[src/hw/rtl/q24alu_pkg.sv]
// ----------------------------------------------------------------------------
// Fixed-point ALU package
// Word types, operation codes, payload structs and the saturation helper.
// ----------------------------------------------------------------------------
package q24alu_pkg;

   localparam int WORD_WIDTH        = 32;
   localparam int MAG_WIDTH         = 64;
   localparam int FRAC_BITS_DEFAULT = 8;

   typedef logic [WORD_WIDTH-1:0]        word_type;
   typedef logic signed [WORD_WIDTH-1:0] sword_type;
   typedef logic [MAG_WIDTH-1:0]         mag_type;

   localparam word_type POS_MAX = {1'b0, {(WORD_WIDTH-1){1'b1}}};
   localparam word_type NEG_MIN = {1'b1, {(WORD_WIDTH-1){1'b0}}};

   typedef enum logic [3:0] {
      MODE_ADD      = 4'd0,
      MODE_SUB      = 4'd1,
      MODE_MUL      = 4'd2,
      MODE_DIV      = 4'd3,
      MODE_MIN      = 4'd4,
      MODE_MAX      = 4'd5,
      MODE_INC      = 4'd6,
      MODE_DEC      = 4'd7,
      MODE_TO_FIXED = 4'd8,
      MODE_TO_INT   = 4'd9
   } mode_type;

   typedef struct packed {
      logic [3:0] mode;
      sword_type  operand_a;
      sword_type  operand_b;
   } req_payload_type;

   typedef struct packed {
      sword_type result;
      logic      less;
      logic      equal;
      logic      greater;
      logic      overflow;
      logic      divide_by_zero;
   } rsp_payload_type;

   typedef struct packed {
      logic [3:0] mode;
      sword_type  res;
      logic       ovf;
      logic       dz;
      logic       neg;
      logic       less;
      logic       equal;
      logic       greater;
   } cell_info_type;

   // Saturates a magnitude with a sign to the word range. Returns {overflow, word}.
   function automatic logic [WORD_WIDTH:0] sat_pack(input logic neg, input mag_type mag);
      mag_type  lim;
      word_type low;
      lim = neg ? {{(MAG_WIDTH-WORD_WIDTH){1'b0}}, NEG_MIN}
                : {{(MAG_WIDTH-WORD_WIDTH){1'b0}}, POS_MAX};
      low = mag[WORD_WIDTH-1:0];
      if (mag > lim) begin
         sat_pack = {1'b1, lim[WORD_WIDTH-1:0]};
      end else begin
         sat_pack = {1'b0, neg ? (~low + 1'b1) : low};
      end
   endfunction

endpackage

[src/hw/rtl/q24alu_cell.sv]
// ----------------------------------------------------------------------------
// Fixed-point ALU divider cell
// One restoring division step on each item, passed on each cycle that advance is high.
// ----------------------------------------------------------------------------
module q24alu_cell #(
   parameter int QUOT_WIDTH = q24alu_pkg::WORD_WIDTH + q24alu_pkg::FRAC_BITS_DEFAULT
) (
   input  logic                      clock,
   input  logic                      reset,
   input  logic                      advance,
   input  logic                      in_valid,
   input  q24alu_pkg::cell_info_type in_info,
   input  q24alu_pkg::word_type      in_rem,
   input  logic [QUOT_WIDTH-1:0]     in_work,
   input  q24alu_pkg::word_type      in_divisor,
   output logic                      out_valid,
   output q24alu_pkg::cell_info_type out_info,
   output q24alu_pkg::word_type      out_rem,
   output logic [QUOT_WIDTH-1:0]     out_work,
   output q24alu_pkg::word_type      out_divisor
);

   logic                            valid_ff;
   q24alu_pkg::cell_info_type       info_ff;
   q24alu_pkg::word_type            rem_ff, rem_in;
   logic [QUOT_WIDTH-1:0]           work_ff, work_in;
   q24alu_pkg::word_type            divisor_ff;
   q24alu_pkg::word_type            shifted;
   logic [q24alu_pkg::WORD_WIDTH:0] trial;
   logic                            qbit;

   // The remainder stays below the divisor, so its top bit is always clear.
   assign shifted = {in_rem[q24alu_pkg::WORD_WIDTH-2:0], in_work[QUOT_WIDTH-1]};
   assign trial   = {1'b0, shifted} - {1'b0, in_divisor};
   assign qbit    = !trial[q24alu_pkg::WORD_WIDTH];
   assign rem_in  = qbit ? trial[q24alu_pkg::WORD_WIDTH-1:0] : shifted;
   assign work_in = {in_work[QUOT_WIDTH-2:0], qbit};

   always_ff @(posedge clock) begin
      if (reset) begin
         valid_ff <= 1'b0;
      end else if (advance) begin
         valid_ff <= in_valid;
      end
   end

   always_ff @(posedge clock) begin
      if (advance) begin
         info_ff    <= in_info;
         rem_ff     <= rem_in;
         work_ff    <= work_in;
         divisor_ff <= in_divisor;
      end
   end

   assign out_valid   = valid_ff;
   assign out_info    = info_ff;
   assign out_rem     = rem_ff;
   assign out_work    = work_ff;
   assign out_divisor = divisor_ff;

endmodule

[config.mk]
export PLATFORM = sky130hd
export DESIGN_NAME = q24alu_cell
export DESIGN_NICKNAME = d
export VERILOG_FILES = /design/src/hw/rtl/q24alu_pkg.sv /design/src/hw/rtl/q24alu_cell.sv
export SDC_FILE = /design/constraint.sdc
export NUM_CORES = 1
export LEC_CHECK = 0
export ABC_AREA = 1
export BUFFER_PORTS_ARGS = -buffer_cell sky130_fd_sc_hd__buf_4
export CAP_MARGIN = 10
export CORE_UTILIZATION = 53
export DETAILED_ROUTE_END_ITERATION = 10
export PLACE_DENSITY = 0.92
export SKIP_LAST_GASP = 1
export SYNTH_ARGS = -nofsm -noshare
export SYNTH_HDL_FRONTEND = slang
export SYNTH_SLANG_ARGS = --single-unit
[constraint.sdc]
create_clock -name clock -period 6.3 [get_ports clock]
set_input_delay 1.26 -clock clock [delete_from_list [all_inputs] [get_ports clock]]
set_output_delay 1.26 -clock clock [all_outputs]
set_load 0.005 [all_outputs]
# Word level (Yosys, flattened, before mapping)
# Index checks and enable logic that the tools add are counted.
# word_totals
regBits	147
latchBits	0
ram_bits	0
mem_bits_ro	0
in_bits	150
word_cells	15
mem_count	0
# classes
n_addsub	1
n_mul	0
div	0
magnitude_cmp	0
eq_ne	0
shift	0
n_mux	1
bitwise	0
reduce_logical	1
# op_table
cell	count
subtractor 32 x 32 -> 33 bit	1
two-way mux 32 bit	1
zero test 1 bit	1

# Depth between registers and ports, before layout
# depth
ltp_word	2
ltp_mapped	16
ltp_nobuf	15

# Worst setup path after synthesis
# Ideal clock, no wire load.
# synth_timing
path_type	input to register
start	in in_work[39]
end	reg rem_ff[10], in the netlist out_rem[10], data pin
setup_ns	0.251
t_arrival_ns	2.867
required_time_ns	6.049
path_slack_ns	3.183
stages	16
path_cell_list	inv_1 -> ha_1 -> fa_1 -> inv_1 -> nand3_1 -> nand3_2 -> nand2_1 -> nand2_4 -> nand2_2 -> nand2_4 -> nand2_4 -> nand2_8 -> inv_6 -> buf_12 -> nand2_4 -> nand2_2
# synth_between
elab_chain_cells	2
# synth_rtl
item	line	text
from (decl)	q24alu_cell.sv:14	input logic [QUOT_WIDTH-1:0] in_work,
subtractor 32 x 32 -> 33 bit	q24alu_cell.sv:34	assign trial = {1'b0, shifted} - {1'b0, in_divisor};
two-way mux 32 bit	q24alu_cell.sv:36	assign rem_in = qbit ? trial[q24alu_pkg::WORD_WIDTH-1:0] : shifted;
net rem_in[10]	q24alu_cell.sv:25	q24alu_pkg::word_type rem_ff, rem_in;
to (signal assigned)	q24alu_cell.sv:50	rem_ff <= rem_in;
to (decl)	q24alu_cell.sv:25	
# The timed path passes the listed nets, and every way through them passes these cells.
# A chain may end at the register's enable or synchronous reset.

# Worst setup path in the final report
# layout_timing
start	in in_work[39]
end	reg rem_ff[5], in the netlist out_rem[5], data pin
# The elaborated chain is that of the path after synthesis.

==> results list <==
* Worst stage delay on the critical path: 0.42 ns
- Between clock sinks in the finished design, the worst skew comes to 0 ns.
- Setup fix buffers added after clock tree synthesis: 0
- Clock-pin slew was measured on the worst setup and hold paths at 0.06 ns.
* Number of nets in the final layout: 1284
* Synth top area share: 0.574
- Detailed placement finished with a half-perimeter wire length of 17.4 mm.
* Placeable core region: 0.0140 sq mm
- The cell sitting at the root of the clock tree is a clkbuf_16.
- The initial utilization of the core area, before any placement, comes to 0.546.
- Kind of cell with the highest combined delay on the critical path: simple AND/OR/NAND/NOR gates
- Max-cap check violation count: 0
* Post-synthesis register bit count: 147
- Worst setup path category: input pin to flip-flop
* Gate Count Post-Synth: 792
* Capture instance of the worst register-to-register path: out_valid
* Pin count of the biggest net entering global routing: 91
- Data arrives at the worst endpoint at 3.38 ns.
- Sequential-to-total area share from yosys stat: 0.577
* Die height: 122 microns
- At the later pin of the worst-skew pair, clock insertion delay measures 0.43 ns.
- Final hold violations: 0
- Tracing the worst setup path back leads to its startpoint at in_work[39].
* Netlist Area Pre-Place: 0.00763 sq mm
- The startpoint identified for the worst hold timing path is out_valid.
- In the routed layout, each cell is associated on average with a via count of 4.98.
* Static power due to leakage: 5.38 nW
- Top cell types by occurrence after synthesis: nand2_1, inv_1, edfxtp_1
- The pre-antenna-repair detailed-routing pass consisted of 5 iterations.
- The biggest area contributor in the post-synthesis netlist is edfxtp_1.
- Most area-consuming cells after synthesis: edfxtp_1, nand2_1, inv_1, ha_1, nand3_1
- Worst vdd rail ir drop: 0.192 mV
* Cell Count Post-Placement: 1262
* Synth cell types: 33
- Yosys mapped a number of flops with a built-in enable equal to 146.
- Maximum fanout encountered on the critical timing path: 36
- After detailed routing, the average wire length per cell comes to 17.9 microns.
- Max-slew violation total from the final report: 0
- Yosys printed 0 warnings.
* Termination of the worst setup path: out_rem[5]
- Final critical delay including setup and external delays: 3.20 ns
* Setup violations, final: 0
* Unrepaired setup endpoints after global routing: false
- Leaving out filler cells and counting taps, the final layout contains 1293.
- Number of primary I/O pins: 297
- The routed design has 23.1 mm of wire.
* Initial DRC Count: 394
- Gates resized, CTS repair: 0
- TritonCTS Buffers: 17
* Total of buffers placed on input and output ports: 295
- STA classifies the critical path endpoint as a flip-flop.
* Cell chain of the critical path: buf_4 -> inv_1 -> ha_1 -> fa_1 -> inv_1 -> nand3_1 -> nand3_2 -> nand2_1 -> nand2_4 -> nand2_2 -> nand2_4 -> nand2_4 -> nand2_8 -> inv_6 -> nand2_1 -> nand2_1
* DRC: 0
- Data on the critical path is required at its endpoint by 6.48 ns.
- Maximum buffer depth of the clock tree: 2
- The die covers 0.0149 sq mm.
- In this run the number of cells on the critical path is 16.
- Worst reg-to-reg setup slack: 5.60 ns
* Depth of the worst register-to-register path: 2
* Highest-delay cell along the critical path: fa_1
- 0 antenna diodes ended up in the layout.
* Post-synthesis to final-layout area growth: 39.0%
- For this design the ratio of total power to cell area is 268 mW/mm^2.
- TritonCTS clock tree: built
- In this run the horizontal extent of the chip is 122 microns.
- STA classifies the critical path startpoint as an input pin.
* Portion of the clock cycle consumed by the worst path in the final layout: 0.508
* Count of buffering cells on the critical path with inverters included: 4
- The detailed router placed 6433 vias in this run.
- After clock tree synthesis, the flow added hold-fix buffers numbering 0.
- Outcome: complete, no violations
- The number of antenna violations at the first check in global routing was 2.
- A synthesized cell averages 9.64 sq um.
- Worst max-slew margin expressed relative to the limit: 0.456
- The total overflow left after global routing is 0.
* Site Rows: 43
- Achievable clock frequency: 0.312 GHz
* Primary flip-flop cell chosen by synthesis mapping: edfxtp_1
- Level count of the clock H-tree: 4
* Leading cell type by number of instances after synthesis: nand2_1
- Async set-reset flop share out of synthesis: 0
* Slew @ Worst Pin: 0.815 ns
* Launching point of the worst reg2reg path: out_valid
- In this run the remaining antenna-violating nets after routing total 0.
- Share of post-route cells with drive strength above 1: 0.351
* Number of global-route vias before repair: 6124
- Hold Crit Class: flip-flop to flip-flop
- After routing, the total negative slack on setup checks comes to 0 ns.
- Post-synthesis net count: 975
- The first global-routing pass estimated 33.1 mm of wire.
* GRT Resource Usage Total: 0.311
- The clock drives 147 sinks.
- The congestion estimate from routability-driven global placement came to 0.889.
-- where the power goes --
group          switching (mW)  internal, mW  leakage [nW]
Combinational           0.312         0.264          3.65
Sequential             0.0324          1.19          1.44
Clock                   0.425         0.627         0.292
-- layer usage --
| metal | GRT usage | part of all wire |
|---|---|---|
| met1 | 0.345 | 0.38 |
| met3 | 0.109 | 0.096 |
| met4 | 0.141 | 0.034 |
| met2 | 0.534 | 0.49 |
| met5 | 0 | 0.00099 |
-- metrics by stage --
step	power, mW	worst slack [ns]	area (sq um)	hold slack [ns]	util
finish	2.85	3.10	10600	0.630	0.758
global route	2.95	2.92	10600	0.616	0.758
CTS	2.85	3.10	10600	0.612	0.758
detailed placement	1.80	2.65	10000	0.570	0.715
global placement	1.79	2.71	10000	0.479	0.715
floorplan	1.50	3.18	7630	0.485	-
-- state kept, by name, summed over array words and instances (netlist names) --
signal	flops
out_work	40
out_rem	32
out_info	42
out_valid	1
out_divisor	32
-- cell usage in the layout (no fill, tap or decap), types with 2 or more instances in the layout --
cell / synthesis / routed
buf_4: 0 / 295
nand2_1: 266 / 266
inv_1: 148 / 148
edfxtp_1: 146 / 146
nor2_1: 38 / 38
nand3_1: 38 / 38
ha_1: 32 / 32
nand2_2: 28 / 28
clkbuf_16: 0 / 17
a21oi_1: 15 / 15
nand2_4: 13 / 13
xor2_1: 13 / 13
inv_2: 8 / 8
nor2_2: 6 / 6
o21bai_1: 5 / 5
nor3_1: 4 / 4
inv_6: 1 / 4
nand4_1: 4 / 4
nand3b_1: 4 / 4
bufinv_16: 0 / 3
clkinv_4: 0 / 3
a21oi_2: 2 / 2
nor2_4: 2 / 2
xnor2_1: 2 / 2
o21ai_0: 2 / 2
clkinvlp_4: 0 / 2
clkinv_2: 0 / 2
-- how the worst min path moves through the flow --
stage,endpoint,cells past startpoint
global placement,out_valid,2
CTS,out_valid,2
finish,out_valid,2
global route,out_valid,2
detailed placement,out_valid,2
floorplan,out_valid,2
-- cell type report --
class | instances | area (sq um)
flip-flops and latches | 147 | 4400
inverters | 157 | 594
multi-input cells | 482 | 2550
fillers | 1023 | 3380
clock buffers | 17 | 425
clock inverters | 14 | 179
repair buffers | 296 | 2230
well taps | 180 | 225
-- worst register-to-register path: cells and delay by family (launching register included) --
| family | cells | cell delay, ns |
|---|---|---|
| DFF | 1 | 0.32 |
| muxes | 1 | 0.17 |
| and+or+nand+nor | 1 | 0.09 |
-- cell families (layout without fill, tap and decap cells) --
| family | Yosys count | count (layout) | synth area share |
|---|---|---|---|
| AO/OA/AOI/OAI | 26 | 26 | 0.0211 |
| XOR/XNOR | 15 | 15 | 0.0172 |
| adder cells (fa/ha/maj) | 33 | 33 | 0.0551 |
| buffers and inverters | 163 | 484 | 0.0884 |
| flip-flops | 147 | 147 | 0.577 |
| multiplexers | 1 | 1 | 0.00131 |
| AND/OR/NAND/NOR | 407 | 407 | 0.240 |
Note: power is estimated with default switching activity, not from simulation.
