## src/hw/rtl/q24alu_pkg.sv

```systemverilog
// ----------------------------------------------------------------------------
// Fixed-point ALU package
// Word types, operation codes, payload structs and the saturation helper.
// ----------------------------------------------------------------------------
package q24alu_pkg;

   localparam int WORD_WIDTH        = 32;
   localparam int MAG_WIDTH         = 64;
   localparam int FRAC_BITS_DEFAULT = 8;

   typedef logic [WORD_WIDTH-1:0]        word_type;
   typedef logic signed [WORD_WIDTH-1:0] sword_type;
   typedef logic [MAG_WIDTH-1:0]         mag_type;

   localparam word_type POS_MAX = {1'b0, {(WORD_WIDTH-1){1'b1}}};
   localparam word_type NEG_MIN = {1'b1, {(WORD_WIDTH-1){1'b0}}};

   typedef enum logic [3:0] {
      MODE_ADD      = 4'd0,
      MODE_SUB      = 4'd1,
      MODE_MUL      = 4'd2,
      MODE_DIV      = 4'd3,
      MODE_MIN      = 4'd4,
      MODE_MAX      = 4'd5,
      MODE_INC      = 4'd6,
      MODE_DEC      = 4'd7,
      MODE_TO_FIXED = 4'd8,
      MODE_TO_INT   = 4'd9
   } mode_type;

   typedef struct packed {
      logic [3:0] mode;
      sword_type  operand_a;
      sword_type  operand_b;
   } req_payload_type;

   typedef struct packed {
      sword_type result;
      logic      less;
      logic      equal;
      logic      greater;
      logic      overflow;
      logic      divide_by_zero;
   } rsp_payload_type;

   typedef struct packed {
      logic [3:0] mode;
      sword_type  res;
      logic       ovf;
      logic       dz;
      logic       neg;
      logic       less;
      logic       equal;
      logic       greater;
   } cell_info_type;

   // Saturates a magnitude with a sign to the word range. Returns {overflow, word}.
   function automatic logic [WORD_WIDTH:0] sat_pack(input logic neg, input mag_type mag);
      mag_type  lim;
      word_type low;
      lim = neg ? {{(MAG_WIDTH-WORD_WIDTH){1'b0}}, NEG_MIN}
                : {{(MAG_WIDTH-WORD_WIDTH){1'b0}}, POS_MAX};
      low = mag[WORD_WIDTH-1:0];
      if (mag > lim) begin
         sat_pack = {1'b1, lim[WORD_WIDTH-1:0]};
      end else begin
         sat_pack = {1'b0, neg ? (~low + 1'b1) : low};
      end
   endfunction

endpackage

```

## src/hw/rtl/q24alu_front.sv

```systemverilog
// ----------------------------------------------------------------------------
// Fixed-point ALU front end
// Three stages: operand magnitudes and compares, the product, and the
// results of all modes except the quotient, which it hands to the divider cells.
// ----------------------------------------------------------------------------
module q24alu_front #(
   parameter int FRAC_BITS  = q24alu_pkg::FRAC_BITS_DEFAULT,
   parameter int QUOT_WIDTH = q24alu_pkg::WORD_WIDTH + FRAC_BITS
) (
   input  logic                        clock,
   input  logic                        reset,
   input  logic                        advance,
   input  logic                        req_valid,
   input  q24alu_pkg::req_payload_type req_payload,
   output logic                        out_valid,
   output q24alu_pkg::cell_info_type   out_info,
   output logic [QUOT_WIDTH-1:0]       out_work,
   output q24alu_pkg::word_type        out_divisor
);

   typedef struct packed {
      logic [3:0]            mode;
      q24alu_pkg::sword_type opa;
      q24alu_pkg::sword_type opb;
      logic                  na;
      logic                  nb;
      q24alu_pkg::word_type  ma;
      q24alu_pkg::word_type  mb;
      logic                  less;
      logic                  equal;
      logic                  greater;
   } operand_type;

   logic                       a_valid_ff, a_valid_in;
   operand_type                a_ff, a_in;
   logic                       b_valid_ff, b_valid_in;
   operand_type                b_ff;
   q24alu_pkg::mag_type        b_prod_ff, b_prod_in;
   logic                       c_valid_ff, c_valid_in;
   q24alu_pkg::cell_info_type  c_info_ff, c_info_in;
   logic [QUOT_WIDTH-1:0]      c_work_ff, c_work_in;
   q24alu_pkg::word_type       c_divisor_ff, c_divisor_in;

   logic [q24alu_pkg::WORD_WIDTH:0] add_y, add_sum;
   logic                            add_c, add_ovf;
   logic [q24alu_pkg::WORD_WIDTH:0] mul_sat, fix_sat;

   always_comb begin
      a_valid_in  = req_valid;
      a_in.mode   = req_payload.mode;
      a_in.opa    = req_payload.operand_a;
      a_in.opb    = req_payload.operand_b;
      a_in.na     = req_payload.operand_a[q24alu_pkg::WORD_WIDTH-1];
      a_in.nb     = req_payload.operand_b[q24alu_pkg::WORD_WIDTH-1];
      a_in.ma     = a_in.na ? (~req_payload.operand_a + 1'b1) : req_payload.operand_a;
      a_in.mb     = a_in.nb ? (~req_payload.operand_b + 1'b1) : req_payload.operand_b;
      a_in.less    = req_payload.operand_a < req_payload.operand_b;
      a_in.equal   = req_payload.operand_a == req_payload.operand_b;
      a_in.greater = req_payload.operand_a > req_payload.operand_b;
   end

   assign b_valid_in = a_valid_ff;
   assign b_prod_in  = a_ff.ma * a_ff.mb;

   always_comb begin
      add_y = '0;
      add_c = 1'b0;
      unique case (q24alu_pkg::mode_type'(b_ff.mode))
         q24alu_pkg::MODE_ADD: begin
            add_y = {b_ff.opb[q24alu_pkg::WORD_WIDTH-1], b_ff.opb};
         end
         q24alu_pkg::MODE_SUB: begin
            add_y = ~{b_ff.opb[q24alu_pkg::WORD_WIDTH-1], b_ff.opb};
            add_c = 1'b1;
         end
         q24alu_pkg::MODE_INC: begin
            add_c = 1'b1;
         end
         q24alu_pkg::MODE_DEC: begin
            add_y = '1;
         end
         default: begin
         end
      endcase
   end

   assign add_sum = {b_ff.opa[q24alu_pkg::WORD_WIDTH-1], b_ff.opa} + add_y
                    + {{q24alu_pkg::WORD_WIDTH{1'b0}}, add_c};
   assign add_ovf = add_sum[q24alu_pkg::WORD_WIDTH] ^ add_sum[q24alu_pkg::WORD_WIDTH-1];
   assign mul_sat = q24alu_pkg::sat_pack(b_ff.na ^ b_ff.nb, b_prod_ff >> FRAC_BITS);
   assign fix_sat = q24alu_pkg::sat_pack(b_ff.na,
      {{(q24alu_pkg::MAG_WIDTH-q24alu_pkg::WORD_WIDTH){1'b0}}, b_ff.ma} << FRAC_BITS);

   always_comb begin
      c_valid_in        = b_valid_ff;
      c_info_in         = '0;
      c_info_in.mode    = b_ff.mode;
      c_info_in.less    = b_ff.less;
      c_info_in.equal   = b_ff.equal;
      c_info_in.greater = b_ff.greater;
      c_info_in.neg     = b_ff.na ^ b_ff.nb;
      c_work_in         = {b_ff.ma, {FRAC_BITS{1'b0}}};
      c_divisor_in      = b_ff.mb;
      unique case (q24alu_pkg::mode_type'(b_ff.mode))
         q24alu_pkg::MODE_ADD, q24alu_pkg::MODE_SUB,
         q24alu_pkg::MODE_INC, q24alu_pkg::MODE_DEC: begin
            c_info_in.ovf = add_ovf;
            if (add_ovf) begin
               c_info_in.res = add_sum[q24alu_pkg::WORD_WIDTH] ? q24alu_pkg::NEG_MIN
                                                               : q24alu_pkg::POS_MAX;
            end else begin
               c_info_in.res = add_sum[q24alu_pkg::WORD_WIDTH-1:0];
            end
         end
         q24alu_pkg::MODE_MUL: begin
            {c_info_in.ovf, c_info_in.res} = mul_sat;
         end
         q24alu_pkg::MODE_DIV: begin
            if (b_ff.mb == '0) begin
               c_info_in.dz  = 1'b1;
               c_info_in.ovf = 1'b1;
               c_info_in.res = b_ff.na ? q24alu_pkg::NEG_MIN : q24alu_pkg::POS_MAX;
            end
         end
         q24alu_pkg::MODE_MIN: begin
            c_info_in.res = b_ff.less ? b_ff.opa : b_ff.opb;
         end
         q24alu_pkg::MODE_MAX: begin
            c_info_in.res = b_ff.greater ? b_ff.opa : b_ff.opb;
         end
         q24alu_pkg::MODE_TO_FIXED: begin
            {c_info_in.ovf, c_info_in.res} = fix_sat;
         end
         q24alu_pkg::MODE_TO_INT: begin
            c_info_in.res = $signed(b_ff.opa) >>> FRAC_BITS;
         end
         default: begin
         end
      endcase
   end

   always_ff @(posedge clock) begin
      if (reset) begin
         a_valid_ff <= 1'b0;
         b_valid_ff <= 1'b0;
         c_valid_ff <= 1'b0;
      end else if (advance) begin
         a_valid_ff <= a_valid_in;
         b_valid_ff <= b_valid_in;
         c_valid_ff <= c_valid_in;
      end
   end

   always_ff @(posedge clock) begin
      if (advance) begin
         a_ff         <= a_in;
         b_ff         <= a_ff;
         b_prod_ff    <= b_prod_in;
         c_info_ff    <= c_info_in;
         c_work_ff    <= c_work_in;
         c_divisor_ff <= c_divisor_in;
      end
   end

   assign out_valid   = c_valid_ff;
   assign out_info    = c_info_ff;
   assign out_work    = c_work_ff;
   assign out_divisor = c_divisor_ff;

endmodule

```

## config.mk

```make
export PLATFORM = sky130hd
export DESIGN_NAME = q24alu_front
export DESIGN_NICKNAME = d
export VERILOG_FILES = /design/src/hw/rtl/q24alu_pkg.sv /design/src/hw/rtl/q24alu_front.sv
export SDC_FILE = /design/constraint.sdc
export NUM_CORES = 2
export LEC_CHECK = 0
export BUFFER_PORTS_ARGS = -buffer_cell sky130_fd_sc_hd__buf_4
export CAP_MARGIN = 20
export CORE_MARGIN = 4
export CORE_UTILIZATION = 45
export DETAILED_ROUTE_END_ITERATION = 6
export MAX_ROUTING_LAYER = met4
export PLACE_DENSITY_LB_ADDON = 0.25
export RECOVER_POWER = 50
export SYNTH_ARGS = -nofsm -noshare
export SYNTH_HDL_FRONTEND = slang
export SYNTH_SLANG_ARGS = --single-unit
```

## constraint.sdc

```tcl
create_clock -name clock -period 8.4 [get_ports clock]
set_input_delay 1.68 -clock clock [delete_from_list [all_inputs] [get_ports clock]]
set_output_delay 1.68 -clock clock [all_outputs]
set_load 0.005 [all_outputs]
```

---- Word-level counts from Yosys, hierarchy flattened ----
Index checks and enable logic that the tools add are counted.
storage, ports and cells
  flip-flop bits (word level) ............. 447
  bits of input ports ..................... 72
  output and inout bits ................... 115
  word-level logic and storage cells ...... 86
cells by class
  add/sub/neg operators ................... 6
  multiply operators ...................... 1
  magnitude comparators ................... 4
  eq/ne operators ......................... 10
  muxes and demuxes ....................... 18
  bitwise operators ....................... 7
  reductions and logical operators ........ 4
operator list
  operator                                                               number
  32-bit 2-to-1 mux                                                      9
  32-bit case mux with 7 select lines                                    1
  32-bit by 1-bit adder with 32-bit output, second input constant        4
  32-bit NOT                                                             4
  33-bit case mux with 3 select lines                                    1
  33-bit 2-to-1 mux                                                      2
  32-bit by 32-bit multiplier with 64-bit output                         1
  31-bit 2-to-1 mux                                                      2
  56-bit by 32-bit greater-than comparator with 1-bit output             1
  40-bit by 32-bit greater-than comparator with 1-bit output             1
  34-bit 2-to-1 mux                                                      1
  33-bit by 1-bit adder with 33-bit output                               1
  33-bit adder                                                           1
  33-bit NOT                                                             1
  32-bit equality test                                                   1
  32-bit greater-than comparator                                         1
  32-bit zero test                                                       1
  32-bit less-than comparator                                            1
  4-bit by 3-bit equality test with 1-bit output, second input constant  4
  4-bit by 2-bit equality test with 1-bit output, second input constant  2
  4-bit equality test, second input constant                             2
  4-bit by 1-bit equality test with 1-bit output, second input constant  1
  4-bit zero test                                                        1
  1-bit case mux with 4 select lines                                     1
  4 further kinds                                                        5

---- Logic depth before layout (Yosys ltp) ----
  depth after elaboration ................. 7
  depth in mapped cells ................... 29
  gate-level depth less buffers ........... 28

---- Worst setup path before layout ----
OpenSTA, ideal clock, no wires.
  path type ............................... register to register
  start point ............................. register a_ff[65] (netlist name)
  end point ............................... register b_prod_ff[63], data pin
  data arrival time ....................... 7.414 ns
  slack ................................... 0.722 ns
  stages on the path, launching flop included .. 27
  buffers on the path ..................... 1
  clock period less this slack ............ 7.678 ns
  path through ............................ edfxtp_1 clkbuf_1 nand2_1 fa_1 inv_1 fa_1 fa_1 inv_1 fa_1 inv_1 fa_1 fa_1 fa_1 inv_1 fa_1 inv_1 ha_1 a21oi_1 o21ai_0 a2111o_1 a211oi_1 nor4_1 o21ai_0 o31a_1 o21ai_1 a221oi_1 xnor2_1
on the way
  word-level cells in the longest chain between the ends .. 1
RTL lines
  element                                         RTL line             source
  from (decl)                                     q24alu_front.sv:35   operand_type a_ff, a_in;
  from (signal assigned)                          q24alu_front.sv:156  a_ff <= a_in;
  32-bit by 32-bit multiplier with 64-bit output  q24alu_front.sv:63   assign b_prod_in = a_ff.ma * a_ff.mb;
  net b_prod_in[63]                               q24alu_front.sv:38   q24alu_pkg::mag_type b_prod_ff, b_prod_in;
  to (signal assigned)                            q24alu_front.sv:158  b_prod_ff <= b_prod_in;
  to (decl)                                       q24alu_front.sv:38
The timed path passes the listed nets, and every way through them passes these cells.
A chain may end at the register's enable or synchronous reset.

---- Worst setup path after layout ----
  start point ............................. register a_ff[63] (netlist name)
  end point ............................... register b_prod_ff[56], data pin
Same word-level chain as after synthesis.

==> metrics <==
clock sink count=around 430; worst slew pin tran=around 1.1 ns; CTS tree=built; Mapped Cells=5207; Slew Viols, Final=0; vias=38800; post-route ant nets=0; starting density of the core=0.454; # IOs=about 190; largest net degree at the start of global routing=163; worst endpoint data arrival time=around 8.5 ns; outcome=completed; minimum clock period=8.13 ns; top cells by count, synth=925 x inv_1, 897 x fa_1, 608 x and2_1; Worst path max stage delay=a little under 0.7 ns; Std-Cell Rows=126; maximum clock path buffer count=3; hold_buf cts=0; Crit Path Class=reg2reg; reg2reg setup slack=between 0.2 and 0.3 ns; setup violators final=0; fin crit share=0.968; GP Congestion=about 0.95; Post-synth ARST share=0; Final Cell Area=61200 um2; Reg clk slew, reported paths=0.06 ns; CP Launch Type=register; Die Span Y=354 um; Worst Min Path Start=a_ff[100]; Yosys top cell by area=fa_1; initial drt markers=3238; CP Max Fanout=6; unrepaired setup endpoints after global routing=true; sequential area share after synthesis=0.240; CTS Buf Count=45; setup TNS=0 ns; most frequent CP cell=fa_1; Pre-antenna DRT Iters=7; Area Overhead vs Synth=13.8%; H-Tree Depth=2; number of global-route vias before repair=40300; critical path capture point type=register; total track usage=0.272; Die Area=125000 um2; Yosys reg bits=431; first-pass GRT wire length=251 mm; M3 GR Usage=0.0258; max frequency=0.123 GHz; slowest CP cell=nor4_4; Area contributors post-synth=fa_1 33%, edfxtp_1 24%, ha_1 8.9%; WHS=0.405 ns; GR Layer Usage met2=0.449; GR peak layer=met2; wire per inst=22.8 um; Mean Syn Cell Area=10.3 um2; Top FF cell, synth=edfxtp_1; FF-to-FF End=b_prod_ff[56]; fill cell count=10700; Hold Path Stages=0; reg2reg path depth=29; initial antenna violation count=3; core area=around 120000 um2; total grt overflow=0; Final Non-Filler Cells=approximately 7000; Port Buf Inserts=between 150 and 200; share of layout cells above drive strength 1=0.121; M1 GR Usage=0.352; Final nets=around 6900; HP Class=reg2reg; Max Cap Violations=0; Reg-to-Reg Start=a_ff[63]; Yosys top cell area share=0.334; Syn Std Cell Area=53800 um2; post-placement cell count=7052; Worst Hold Endpoint=b_ff[100]; EDFF count, synth=428; final hold viol count=0; CTS root buf=clkbuf_16; Syn. warnings=0; DRC violations left=0; vias per cell=5.42; Max transition margin=0.249; most common cell in the netlist=inv_1; clk_lat worst skew=0.63 ns; Cell Area, Placed=59200 um2; worst clock skew=0.0300 ns; Die X=approximately 350 um; detailed placement HPWL=131 mm; Detailed Route WL=163 mm; CP required=8.77 ns; count of cell types in the netlist=81
==> sequential cells by signal, indices dropped and copies added (netlist names) <==
signal / cells
a_ff: 133
a_valid_ff: 1
b_ff: 102
b_prod_ff: 56
b_valid_ff: 1
c_divisor_in: 31
out_divisor: 32
out_info: 42
out_valid: 1
out_work: 32
==> final cells by class <==
cell class	instances	area, um2	area share
multi-input cells	3597	36700	0.600
well taps	1600	2000	0.0327
repair buffers	526	4660	0.0760
clock inverters	34	334	0.00546
diodes	1	2.50	0.0000409
flip-flops and latches	431	12900	0.211
clock buffers	48	1140	0.0186
inverters	927	3480	0.0568
==> cell families (layout without fill, tap and decap cells) <==
kind of cell             after synthesis  in the layout  synth area share
multiplexers                          11             11           0.00209
adder cells (fa/ha/maj)             1280           1280             0.423
XOR/XNOR                             175            175            0.0285
AND/OR/NAND/NOR                     1514           1514             0.147
buffers and inverters               1186           1535            0.0834
flip-flops                           431            431             0.240
AO/OA/AOI/OAI                        609            609            0.0761
other                                  1              9         0.0000697
==> layer usage <==
metal	share of wire	up-vias
met3	0.059	294
li1	-	17300
met1	0.41	19800
met5	0	-
met2	0.49	1433
met4	0.046	0
==> cells in the final DEF, fill, tap and decap left out, types with 77 or more instances in the layout <==
cell type	synthesis	routed
fa_1	897	888
a21o_1	77	77
o21ai_0	116	113
and2_1	608	604
a21oi_1	137	132
xnor2_1	148	148
edfxtp_1	428	428
nor2_1	126	122
buf_4	8	453
ha_1	383	376
inv_1	925	919
nand2_1	514	513
==> worst max-delay path: cells and delay by family (launching register included) <==
family / cells / cell delay, ns
buffers and inverters: 9 / 0.87
AOI/OAI and AO/OA: 7 / 1.11
and+or+nand+nor: 3 / 0.93
adders and majority gates: 9 / 4.44
xor gates and xnor gates: 1 / 0.13
DFF: 1 / 0.40
==> metrics by stage <==
stage | util | worst slack [ns]
5_1_grt | 0.517 | 0.0165
4_1_cts | 0.513 | 0.00113
2_1_floorplan | - | 0.722
6_report | 0.517 | 0.266
3_3_place_gp | 0.500 | -0.546
3_5_place_dp | 0.500 | -0.614
==> timing repair <==
item / 4_1_cts / 5_1_grt
buffers inserted: 2 / 25
resized for setup: 3 / 64
endpoints found under the setup margin: 16 / 15
pin swaps: 1 / 53
cloned: 0 / 2
==> worst max-delay path by stage <==
stage	from	to	slack (ns)	cells past startpoint
final	a_ff[63]	b_prod_ff[56]	0.27	29
after floorplan	a_ff[65]	b_prod_ff[63]	0.72	26
after CTS	a_ff[48]	b_prod_ff[62]	0.001	28
after global routing	a_ff[54]	b_prod_ff[45]	0.02	25
after detailed placement	a_ff[54]	b_prod_ff[56]	-0.61	26
after global placement	a_ff[54]	b_prod_ff[56]	-0.55	26
Power is left out: the tool's default activity adds up to more than one toggle a clock period on the data nets, which glitch-free logic cannot reach.
