[src/hw/rtl/q24alu_pkg.sv]
// ----------------------------------------------------------------------------
// Fixed-point ALU package
// Word types, operation codes, payload structs and the saturation helper.
// ----------------------------------------------------------------------------
package q24alu_pkg;

   localparam int WORD_WIDTH        = 32;
   localparam int MAG_WIDTH         = 64;
   localparam int FRAC_BITS_DEFAULT = 8;

   typedef logic [WORD_WIDTH-1:0]        word_type;
   typedef logic signed [WORD_WIDTH-1:0] sword_type;
   typedef logic [MAG_WIDTH-1:0]         mag_type;

   localparam word_type POS_MAX = {1'b0, {(WORD_WIDTH-1){1'b1}}};
   localparam word_type NEG_MIN = {1'b1, {(WORD_WIDTH-1){1'b0}}};

   typedef enum logic [3:0] {
      MODE_ADD      = 4'd0,
      MODE_SUB      = 4'd1,
      MODE_MUL      = 4'd2,
      MODE_DIV      = 4'd3,
      MODE_MIN      = 4'd4,
      MODE_MAX      = 4'd5,
      MODE_INC      = 4'd6,
      MODE_DEC      = 4'd7,
      MODE_TO_FIXED = 4'd8,
      MODE_TO_INT   = 4'd9
   } mode_type;

   typedef struct packed {
      logic [3:0] mode;
      sword_type  operand_a;
      sword_type  operand_b;
   } req_payload_type;

   typedef struct packed {
      sword_type result;
      logic      less;
      logic      equal;
      logic      greater;
      logic      overflow;
      logic      divide_by_zero;
   } rsp_payload_type;

   typedef struct packed {
      logic [3:0] mode;
      sword_type  res;
      logic       ovf;
      logic       dz;
      logic       neg;
      logic       less;
      logic       equal;
      logic       greater;
   } cell_info_type;

   // Saturates a magnitude with a sign to the word range. Returns {overflow, word}.
   function automatic logic [WORD_WIDTH:0] sat_pack(input logic neg, input mag_type mag);
      mag_type  lim;
      word_type low;
      lim = neg ? {{(MAG_WIDTH-WORD_WIDTH){1'b0}}, NEG_MIN}
                : {{(MAG_WIDTH-WORD_WIDTH){1'b0}}, POS_MAX};
      low = mag[WORD_WIDTH-1:0];
      if (mag > lim) begin
         sat_pack = {1'b1, lim[WORD_WIDTH-1:0]};
      end else begin
         sat_pack = {1'b0, neg ? (~low + 1'b1) : low};
      end
   endfunction

endpackage

[src/hw/rtl/q24alu_back.sv]
// ----------------------------------------------------------------------------
// Fixed-point ALU back end
// Saturates the quotient, picks the final result and holds it in an output
// register with a skid entry behind it.
// ----------------------------------------------------------------------------
module q24alu_back #(
   parameter int QUOT_WIDTH = q24alu_pkg::WORD_WIDTH + q24alu_pkg::FRAC_BITS_DEFAULT
) (
   input  logic                        clock,
   input  logic                        reset,
   input  logic                        in_valid,
   input  q24alu_pkg::cell_info_type   in_info,
   input  logic [QUOT_WIDTH-1:0]       in_work,
   input  logic                        rsp_ready,
   output logic                        rsp_valid,
   output q24alu_pkg::rsp_payload_type rsp_payload,
   output logic                        advance
);

   logic                            out_valid_ff, out_valid_in;
   q24alu_pkg::rsp_payload_type     out_ff, out_in;
   logic                            skid_valid_ff, skid_valid_in;
   q24alu_pkg::rsp_payload_type     skid_ff, skid_in;
   q24alu_pkg::rsp_payload_type     fresh;
   logic [q24alu_pkg::WORD_WIDTH:0] div_sat;
   logic                            take, push;

   assign div_sat = q24alu_pkg::sat_pack(in_info.neg,
      {{(q24alu_pkg::MAG_WIDTH-QUOT_WIDTH){1'b0}}, in_work});

   always_comb begin
      fresh.less           = in_info.less;
      fresh.equal          = in_info.equal;
      fresh.greater        = in_info.greater;
      fresh.divide_by_zero = in_info.dz;
      if (in_info.mode == q24alu_pkg::MODE_DIV && !in_info.dz) begin
         {fresh.overflow, fresh.result} = div_sat;
      end else begin
         fresh.overflow = in_info.ovf;
         fresh.result   = in_info.res;
      end
   end

   assign advance = !skid_valid_ff;
   assign take    = out_valid_ff && rsp_ready;
   assign push    = in_valid && advance;

   always_comb begin
      out_valid_in  = out_valid_ff;
      out_in        = out_ff;
      skid_valid_in = skid_valid_ff;
      skid_in       = skid_ff;
      if (skid_valid_ff) begin
         if (take) begin
            out_in        = skid_ff;
            skid_valid_in = 1'b0;
         end
      end else if (!out_valid_ff || take) begin
         out_valid_in = push;
         out_in       = fresh;
      end else if (push) begin
         skid_valid_in = 1'b1;
         skid_in       = fresh;
      end
   end

   always_ff @(posedge clock) begin
      if (reset) begin
         out_valid_ff  <= 1'b0;
         skid_valid_ff <= 1'b0;
      end else begin
         out_valid_ff  <= out_valid_in;
         skid_valid_ff <= skid_valid_in;
      end
   end

   always_ff @(posedge clock) begin
      out_ff  <= out_in;
      skid_ff <= skid_in;
   end

   assign rsp_valid   = out_valid_ff;
   assign rsp_payload = out_ff;

endmodule

[config.mk]
export PLATFORM = sky130hd
export DESIGN_NAME = q24alu_back
export DESIGN_NICKNAME = d
export VERILOG_FILES = /design/src/hw/rtl/q24alu_pkg.sv /design/src/hw/rtl/q24alu_back.sv
export SDC_FILE = /design/constraint.sdc
export NUM_CORES = 1
export LEC_CHECK = 0
export BUFFER_PORTS_ARGS = -buffer_cell sky130_fd_sc_hd__buf_2
export CAP_MARGIN = 25
export CORE_MARGIN = 2
export CORE_UTILIZATION = 50
export CTS_BUF_LIST = sky130_fd_sc_hd__clkbuf_4 sky130_fd_sc_hd__clkbuf_8
export CTS_CLUSTER_SIZE = 24
export DETAILED_ROUTE_END_ITERATION = 10
export GPL_TIMING_DRIVEN = 0
export PLACE_DENSITY_LB_ADDON = 0.15
export SYNTH_ARGS = -nofsm -noshare
export SYNTH_HDL_FRONTEND = slang
export SYNTH_SLANG_ARGS = --single-unit
[constraint.sdc]
create_clock -name clock -period 9.45 [get_ports clock]
set_input_delay 0.945 -clock clock [delete_from_list [all_inputs] [get_ports clock]]
set_output_delay 0.945 -clock clock [all_outputs]
set_load 0.01 [all_outputs]
# Word-level counts from Yosys, hierarchy flattened
# Index checks and enable logic that the tools add are counted.
word_totals:
  reg_bits: 76
  n_memories: 0
  elab_cells: 44
  latch_bits: 0
  out_inout_bits: 39
  romBits: 0
  ramBits: 0
classes:
  eq_ne: 2
  magnitude_cmp: 1
  reduce_logical: 11
  n_div: 0
  n_mux: 12
  multipliers: 0
  bitwise_logic: 3
  add_sub_neg: 1
  shifts: 0
op_table:
  columns: ["operator", "count"]
  rows:
  - ["$mux W37", 3]
  - ["$mux W32", 3]
  - ["$gt A40 B32 Y1", 1]
  - ["$mux W33", 1]
  - ["$add A32 B1 Y32 const B", 1]
  - ["$not A32 Y32", 1]
  - ["$mux W1", 5]
  - ["$eq A4 B2 Y1 const B", 1]
  - ["$reduce_and A2 Y1", 2]
  - ["$logic_and A1 B1 Y1", 3]
  - ["$logic_not A1 Y1", 3]
  - ["$reduce_and A3 Y1", 1]
  - ["$ne A2 B1 Y1 const B", 1]
  - ["$not A1 Y1", 2]
  - ["$reduce_bool A2 Y1", 1]
  - ["$logic_or A1 B1 Y1", 1]

# Logic depth before layout (Yosys ltp)
# Gate-level depths: netlist (run 1).
logic_depth:
  depth_word: 7
  ltp_mapped: 14
  mapped_depth_nobuf: 9

# Worst setup path after synthesis (run 1)
# OpenSTA, ideal clock, no wires.
synth_timing:
  path_kind: "in2reg"
  startpoint: "input in_valid"
  endpoint: "register skid_ff[0] in the netlist's numbering, enable pin"
  setup_time_ns: 0.486
  path_buffers: 0
  cell_stages: 2
  path_slack_ns: 5.188
  arrival_time_ns: 3.777
  required_time_ns: 8.964
  path_cell_list: "nand2_1 nor3b_1"
synth_between:
  elab_chain_len: 2
synth_lines:
  columns: ["item", "line_no", "rtl"]
  rows:
  - ["start, declared", "q24alu_back.sv:11", "input logic in_valid,"]
  - ["$logic_and A1 B1 Y1", "q24alu_back.sv:46", "assign push = in_valid && advance;"]
  - ["$reduce_and A3 Y1 (no source line)", null, null]
  - ["end signal, assigned", "q24alu_back.sv:79", "skid_ff <= skid_in;"]
  - ["end, declared", "q24alu_back.sv:23", "q24alu_pkg::rsp_payload_type skid_ff, skid_in;"]
# No other way between the ends.
# A chain may end at the register's enable or synchronous reset.

==> out/metrics.cfg, run 1 <==
[run_status]
outcome=finished, final reports clean

[setup_path]
worst_path_max_delay_cell=buf_2
startpoint_type=primary input
critPathMaxFanout=33
path_class=primary input to flip-flop
r2r_cells=6
cp_common_cell=clkbuf_1
rr_endpoint=skid_ff[5]
r2r_setup_slack_ns=7.00
worstPathCellList=buf_2 > clkinv_1 > clkbuf_1 > clkbuf_1 > ha_1 > and4_1 > and2_1 > clkbuf_1 > buf_2 > clkbuf_1 > nor2_1 > a311oi_1 > a221oi_1
regToRegStartpoint=skid_valid_ff
crit_path_end_kind=flip-flop
crit_family=buffers and inverters
cp-startpoint=in_info[3]
critical_path.max_stage_delay_ns=0.54
worstPathRequired_ns=9.55
path_buf_inv=7
arrival_ns=5.31

[synth]
ys_ff_latch=76
muxShareOfSynthArea_pct=4.76
synth.distinct_cells=62
synth_top_cell_by_area=edfxtp_1
synth.avg_cell_area_um2=8.74
synth_seq_area_share_pct=37.7
synth.area.top_cells=edfxtp_1 (37%), nor2_1 (7.5%), ha_1 (6.9%)
yosys.area_share.simple_pct=21.3
synthFlopType=edfxtp_1
yosys_warnings=0
async_reset_ff_share_pct=0
yosys.area_share.xor_xnor_pct=0
synth_fa_ha_area_share_pct=6.89
synth_top_area_share_pct=37.1
synth-edff-count=74
syn_area_um2=5990
syn-num-nets=805
synth_compound_area_share_pct=24.3
synth_top_family_by_area=compound AO/OA/AOI/OAI gates
syn_inst=686

[min_path]
worstHoldPathType=flip-flop to flip-flop
hold_depth=2
min_to=rsp_payload[33]
min_from=skid_ff[33]

[sta]
rsz0062_at_grt=no
maxSlewViolCount=0
clock.fmax_ghz=0.192
hold_viol=0
whs_ns=0.548
finalCriticalPeriod_ns=5.21
slew_headroom_pct=48.5
finalSetupTns_ns=0
tightestPinTransition_ns=0.766
fin_crit_sh_pct=55.1
setup_viol=0
clock_skew_ns=0.0107

[route]
wl_per_cell_um=19.6
firstDrtPassIters=7
first_iter_violations=526
viasPerCell=6.44
vias=6262
wl_um=19100
post-route-drc-count=0
antenna_left=0

[clocking]
root_buffer=clkbuf_8
clock_latency_ns=0.38
clk_path_buf_depth=2
postCtsSetupRepairBufs=0
cts_hold_buf=0
cts_tree=built
clk_pin_slew_ns=0.08
post_cts_resize_count=0
h-tree-depth=3
cts_buffers=9
cts_sinks=76

[global_routing]
grt_util_all_layers_pct=29.4
overflow=0
antenna_found_initial=0
grt_pass1_vias=5929
grt_start_max_net_pins=34
grt_pass1_wl_um=30000

[finish]
nFillCells=1041
multi_input_area_um2=3450
layout-drive-gt1-share_pct=22.3
area_delta_synth_final_pct=17.6
fin_nets=944
regArea_um2=2260
antenna_cells=0
layoutNonFillerInstCount=973

[pwr]
power_mw=0.836
ir_drop_mv=0.0726
leakagePower_nw=2.79
p_per_area_nw_per_um2=119

[flow_run]
cap_violations=0

[placement]
detailed_place_hpwl_um=14500
gp_congestion=0.990
placed_cells=957
io_buffers=124

[floorplanning]
core_um2=11600
die_h_um=113
die_area_um2=12900
die_w_um=113
initial_utilization_pct=51.8
pin_count=125
num_rows=39

power by group:
group          switching, mW  internal (mW)  total [mW]
sequential           0.00610          0.400       0.406
combinational          0.119         0.0774       0.197
clock                  0.137         0.0965       0.233
total                  0.262          0.574       0.836
cell type report:
cell class	instances	share of cell area, %
repair buffers	128	9.68
multi-input cells	536	48.9
clock inverters	7	0.746
clock buffers	9	1.76
plain buffers	54	3.18
well taps	143	2.54
inverters	20	1.07
flip-flops and latches	76	32.1
layout by cell type (no fill, tap or decap), types with 4 or more instances in the layout:
master and n:
buf_2 135, nor2_1 120, edfxtp_1 74, a21oi_1 58
nand2_1 43, clkbuf_1 40, o21ai_0 36, ha_1 33
a41oi_1 27, nor3_1 25, inv_1 19, a221oi_1 16
mux2i_1 15, or3_1 12, o21ai_1 12, a31oi_1 12
mux2_2 12, nor4_1 11, nand3_1 9, clkbuf_8 9
and3_1 8, o31ai_1 8, a41o_1 8, a311oi_1 8
nand4_1 7, a211oi_1 7, or4_1 5, buf_6 4
metal layers:
metal / vias up / share of wire [%] / global-route usage, %
li1: 2942 / - / -
met1: 2970 / 42 / 39.1
met2: 323 / 47 / 49.0
met3: 27 / 8.3 / 4.57
met4: 0 / 2.0 / 10.2
met5: - / 0 / 0
flip-flops by register name, summed over array words and instances, names as in the netlist:
signal / flops
rsp_valid: 1
skid_ff: 37
skid_valid_ff: 1
rsp_payload: 37
cells in the mapped netlist, drive strengths merged (2+ instances only):
library cell	instances
mux2	12
nand4b	2
and4	3
nand4	8
a21oi	58
and3	8
ha	33
nand2b	2
nor4	12
o21a	2
or3	12
a211oi	7
a41oi	27
dfxtp	2
nand2	44
clkbuf	40
buf	14
or4	6
nor4b	2
a31oi	12
nor2	120
mux2i	15
nor3	28
and2	3
a221oi	18
o21ai	50
a311oi	8
a41o	8
inv	19
edfxtp	74
o31ai	9
nand3	9
o41ai	3
stage by stage:
stage               instance area [µm²]  setup WS [ns]  util, %
floorplan                          5990           5.19        -
global placement                   6790           3.55     58.7
detailed placement                 6870           4.03     59.4
CTS                                7050           4.43     60.9
global route                       7050           4.02     60.9
finish                             7050           4.24     60.9
cells by family (layout without fill, tap and decap cells):
family / Yosys count / count (layout)
compound gates: 212 / 212
fa+ha+maj: 33 / 33
buf+inv: 74 / 218
flops: 76 / 76
mux: 27 / 27
simple gates: 264 / 264
worst reg2reg max path: stages, from the launching register on:
cell and delay, ns:
dfxtp_1 0.33, inv_1 0.13, clkbuf_1 0.44, nand2_1 0.19, nor3b_2 0.65, buf_6 0.25
buf_6 0.19
worst max-delay path by stage:
stage | to | slack (ns) | cells after the start
6_report | rsp_payload[12] | 4.24 | 13
4_1_cts | rsp_payload[12] | 4.43 | 13
3_3_place_gp | skid_ff[11] | 3.55 | 3
3_5_place_dp | rsp_payload[12] | 4.03 | 13
5_1_grt | rsp_payload[12] | 4.02 | 13
2_1_floorplan | skid_ff[0] | 5.19 | 2
No activity file was read; power rests on OpenSTA's default activity.
==> inputs of run 2 (changes only) <==
clock period = 4.2 ns   (was 9.45 ns; I/O delays follow)
==> out/metrics.cfg, run 2 (synthesis results as in run 1) <==
[sta]
tightestPinTransition_ns=0.723
hold_viol=0
fin_crit_sh_pct=91.3
setup_viol=0
clock.fmax_ghz=0.261
rsz0062_at_grt=no
maxSlewViolCount=0
finalSetupTns_ns=0
slew_headroom_pct=51.4
finalCriticalPeriod_ns=3.84
clock_skew_ns=0.00962
setup_slack_ns=0.363

[route]
post-route-drc-count=0
met2_length_um=9010
wl_met3_um=1690
wl_per_cell_um=19.6
first_iter_violations=590
firstDrtPassIters=5
vias=6331
viasPerCell=6.50
wl_um=19100
highest_layer=met4
wl_met1_um=7980
antenna_left=0

[placement]
io_buffers=124
dp_slack_ns=-0.692
gp_congestion=0.990
detailed_place_hpwl_um=14500
dpl-instance-area_um2=6870

[global_routing]
grt_pass1_wl_um=29900
grt_start_max_net_pins=34
antenna_found_initial=0
grt_pass1_vias=5949
grt_util_all_layers_pct=29.3
overflow=0

[clocking]
cts_tree=built
clk_pin_slew_ns=0.09
root_buffer=clkbuf_8
clk_path_buf_depth=2
h-tree-depth=3
cts_sinks=76
cts_buffers=9
clock_latency_ns=0.38

[pwr]
p_per_area_nw_per_um2=266
ir_drop_mv=0.163
leakagePower_nw=2.80
power_mw=1.88

[finish]
layout-drive-gt1-share_pct=23.0
final_common_cell=buf_2
area_delta_synth_final_pct=18.0
antenna_cells=0
mostFrequentLayoutCells=buf_2 (134), nor2_1 (120), edfxtp_1 (74)
nFillCells=1040
fin_nets=945
final_util_pct=61.2
finalInstanceArea_um2=7070

[min_path]
min_to=rsp_valid
min_from=reset
hold_depth=2
worstHoldPathType=primary input to flip-flop

[setup_path]
worstPathRequired_ns=4.30
startpoint_type=primary input
path_buf_inv=8
worstPathCellList=buf_4 > clkinvlp_4 > clkbuf_1 > clkbuf_2 > ha_1 > and4_1 > and4_1 > buf_2 > nand3_1 > buf_2 > buf_2 > buf_2 > nor2_1 > a311oi_1 > a221oi_1
path_class=primary input to flip-flop
crit_path_end_kind=flip-flop
arrival_ns=3.94
cp_common_cell=buf_2
r2r_setup_slack_ns=1.75
worst_path_max_delay_cell=a311oi_1
crit_family=buffers and inverters
r2r_cells=6
critical_path.max_stage_delay_ns=0.38
rr_endpoint=skid_ff[5]
regToRegStartpoint=skid_valid_ff
critPathMaxFanout=33

[floorplanning]
initial_utilization_pct=51.8
num_rows=39
die_w_um=113
core_um2=11600
die_area_um2=12900
die_h_um=113
pin_count=125

[flow_run]
cap_violations=0

[run_status]
outcome=finished, final reports clean

==> run 2: worst max-delay path by stage <==
stage / startpoint / endpoint / slack [ns] / cells after the start
2_1_floorplan: skid_valid_ff / skid_ff[0] / 0.15 / 4
3_3_place_gp: skid_valid_ff / skid_ff[11] / -1.62 / 4
3_5_place_dp: in_info[3] / rsp_payload[12] / -0.69 / 13
4_1_cts: in_info[3] / rsp_payload[12] / 0.007 / 13
5_1_grt: in_info[3] / rsp_payload[12] / 0.20 / 15
6_report: in_info[3] / rsp_payload[7] / 0.36 / 15
==> run 2: metrics by stage <==
stage | hold WS (ns) | std cells
final | 0.216 | 974
after global routing | 0.213 | 974
after CTS | 0.202 | 973
after detailed placement | 0.534 | 957
after global placement | 0.516 | 953
after floorplan | 0.489 | 686
==> run 2: timing repair <==
item	in CTS	in global routing
endpoints found under the setup margin	56	54
resized for setup	1	9
hold buffers	0	0
setup buffers	0	1
pin swaps	0	1
==> run 2: area by class of cell <==
type / count / area [µm²] / area share [%]
Clock inverter: 7 / 52.6 / 0.743
Inverter: 20 / 78.8 / 1.11
Buffer: 54 / 228 / 3.22
Timing Repair Buffer: 129 / 692 / 9.78
Clock buffer: 9 / 124 / 1.75
Tap cell: 143 / 179 / 2.53
Multi-Input combinational cell: 536 / 3460 / 48.9
Sequential cell: 76 / 2260 / 32.0
==> run 2: report_power, final <==
group,internal [mW],switching [mW],total (mW)
Combinational,0.176,0.269,0.444
Clock,0.217,0.305,0.522
Sequential,0.900,0.0136,0.914
Total,1.29,0.587,1.88
==> run 2: per-layer routing <==
| layer | vias up | track usage, % |
|---|---|---|
| met1 | 3004 | 38.9 |
| met5 | - | 0 |
| met2 | 353 | 48.8 |
| li1 | 2939 | - |
| met4 | 0 | 10.9 |
| met3 | 35 | 4.57 |
==> run 2: worst reg2reg max path, cell delays in order, from the launching register on <==
cell and delay, ns:
dfxtp_1 0.33, inv_1 0.13, clkbuf_1 0.45, nand2_1 0.19, nor3b_2 0.64, buf_6 0.25, buf_6 0.19
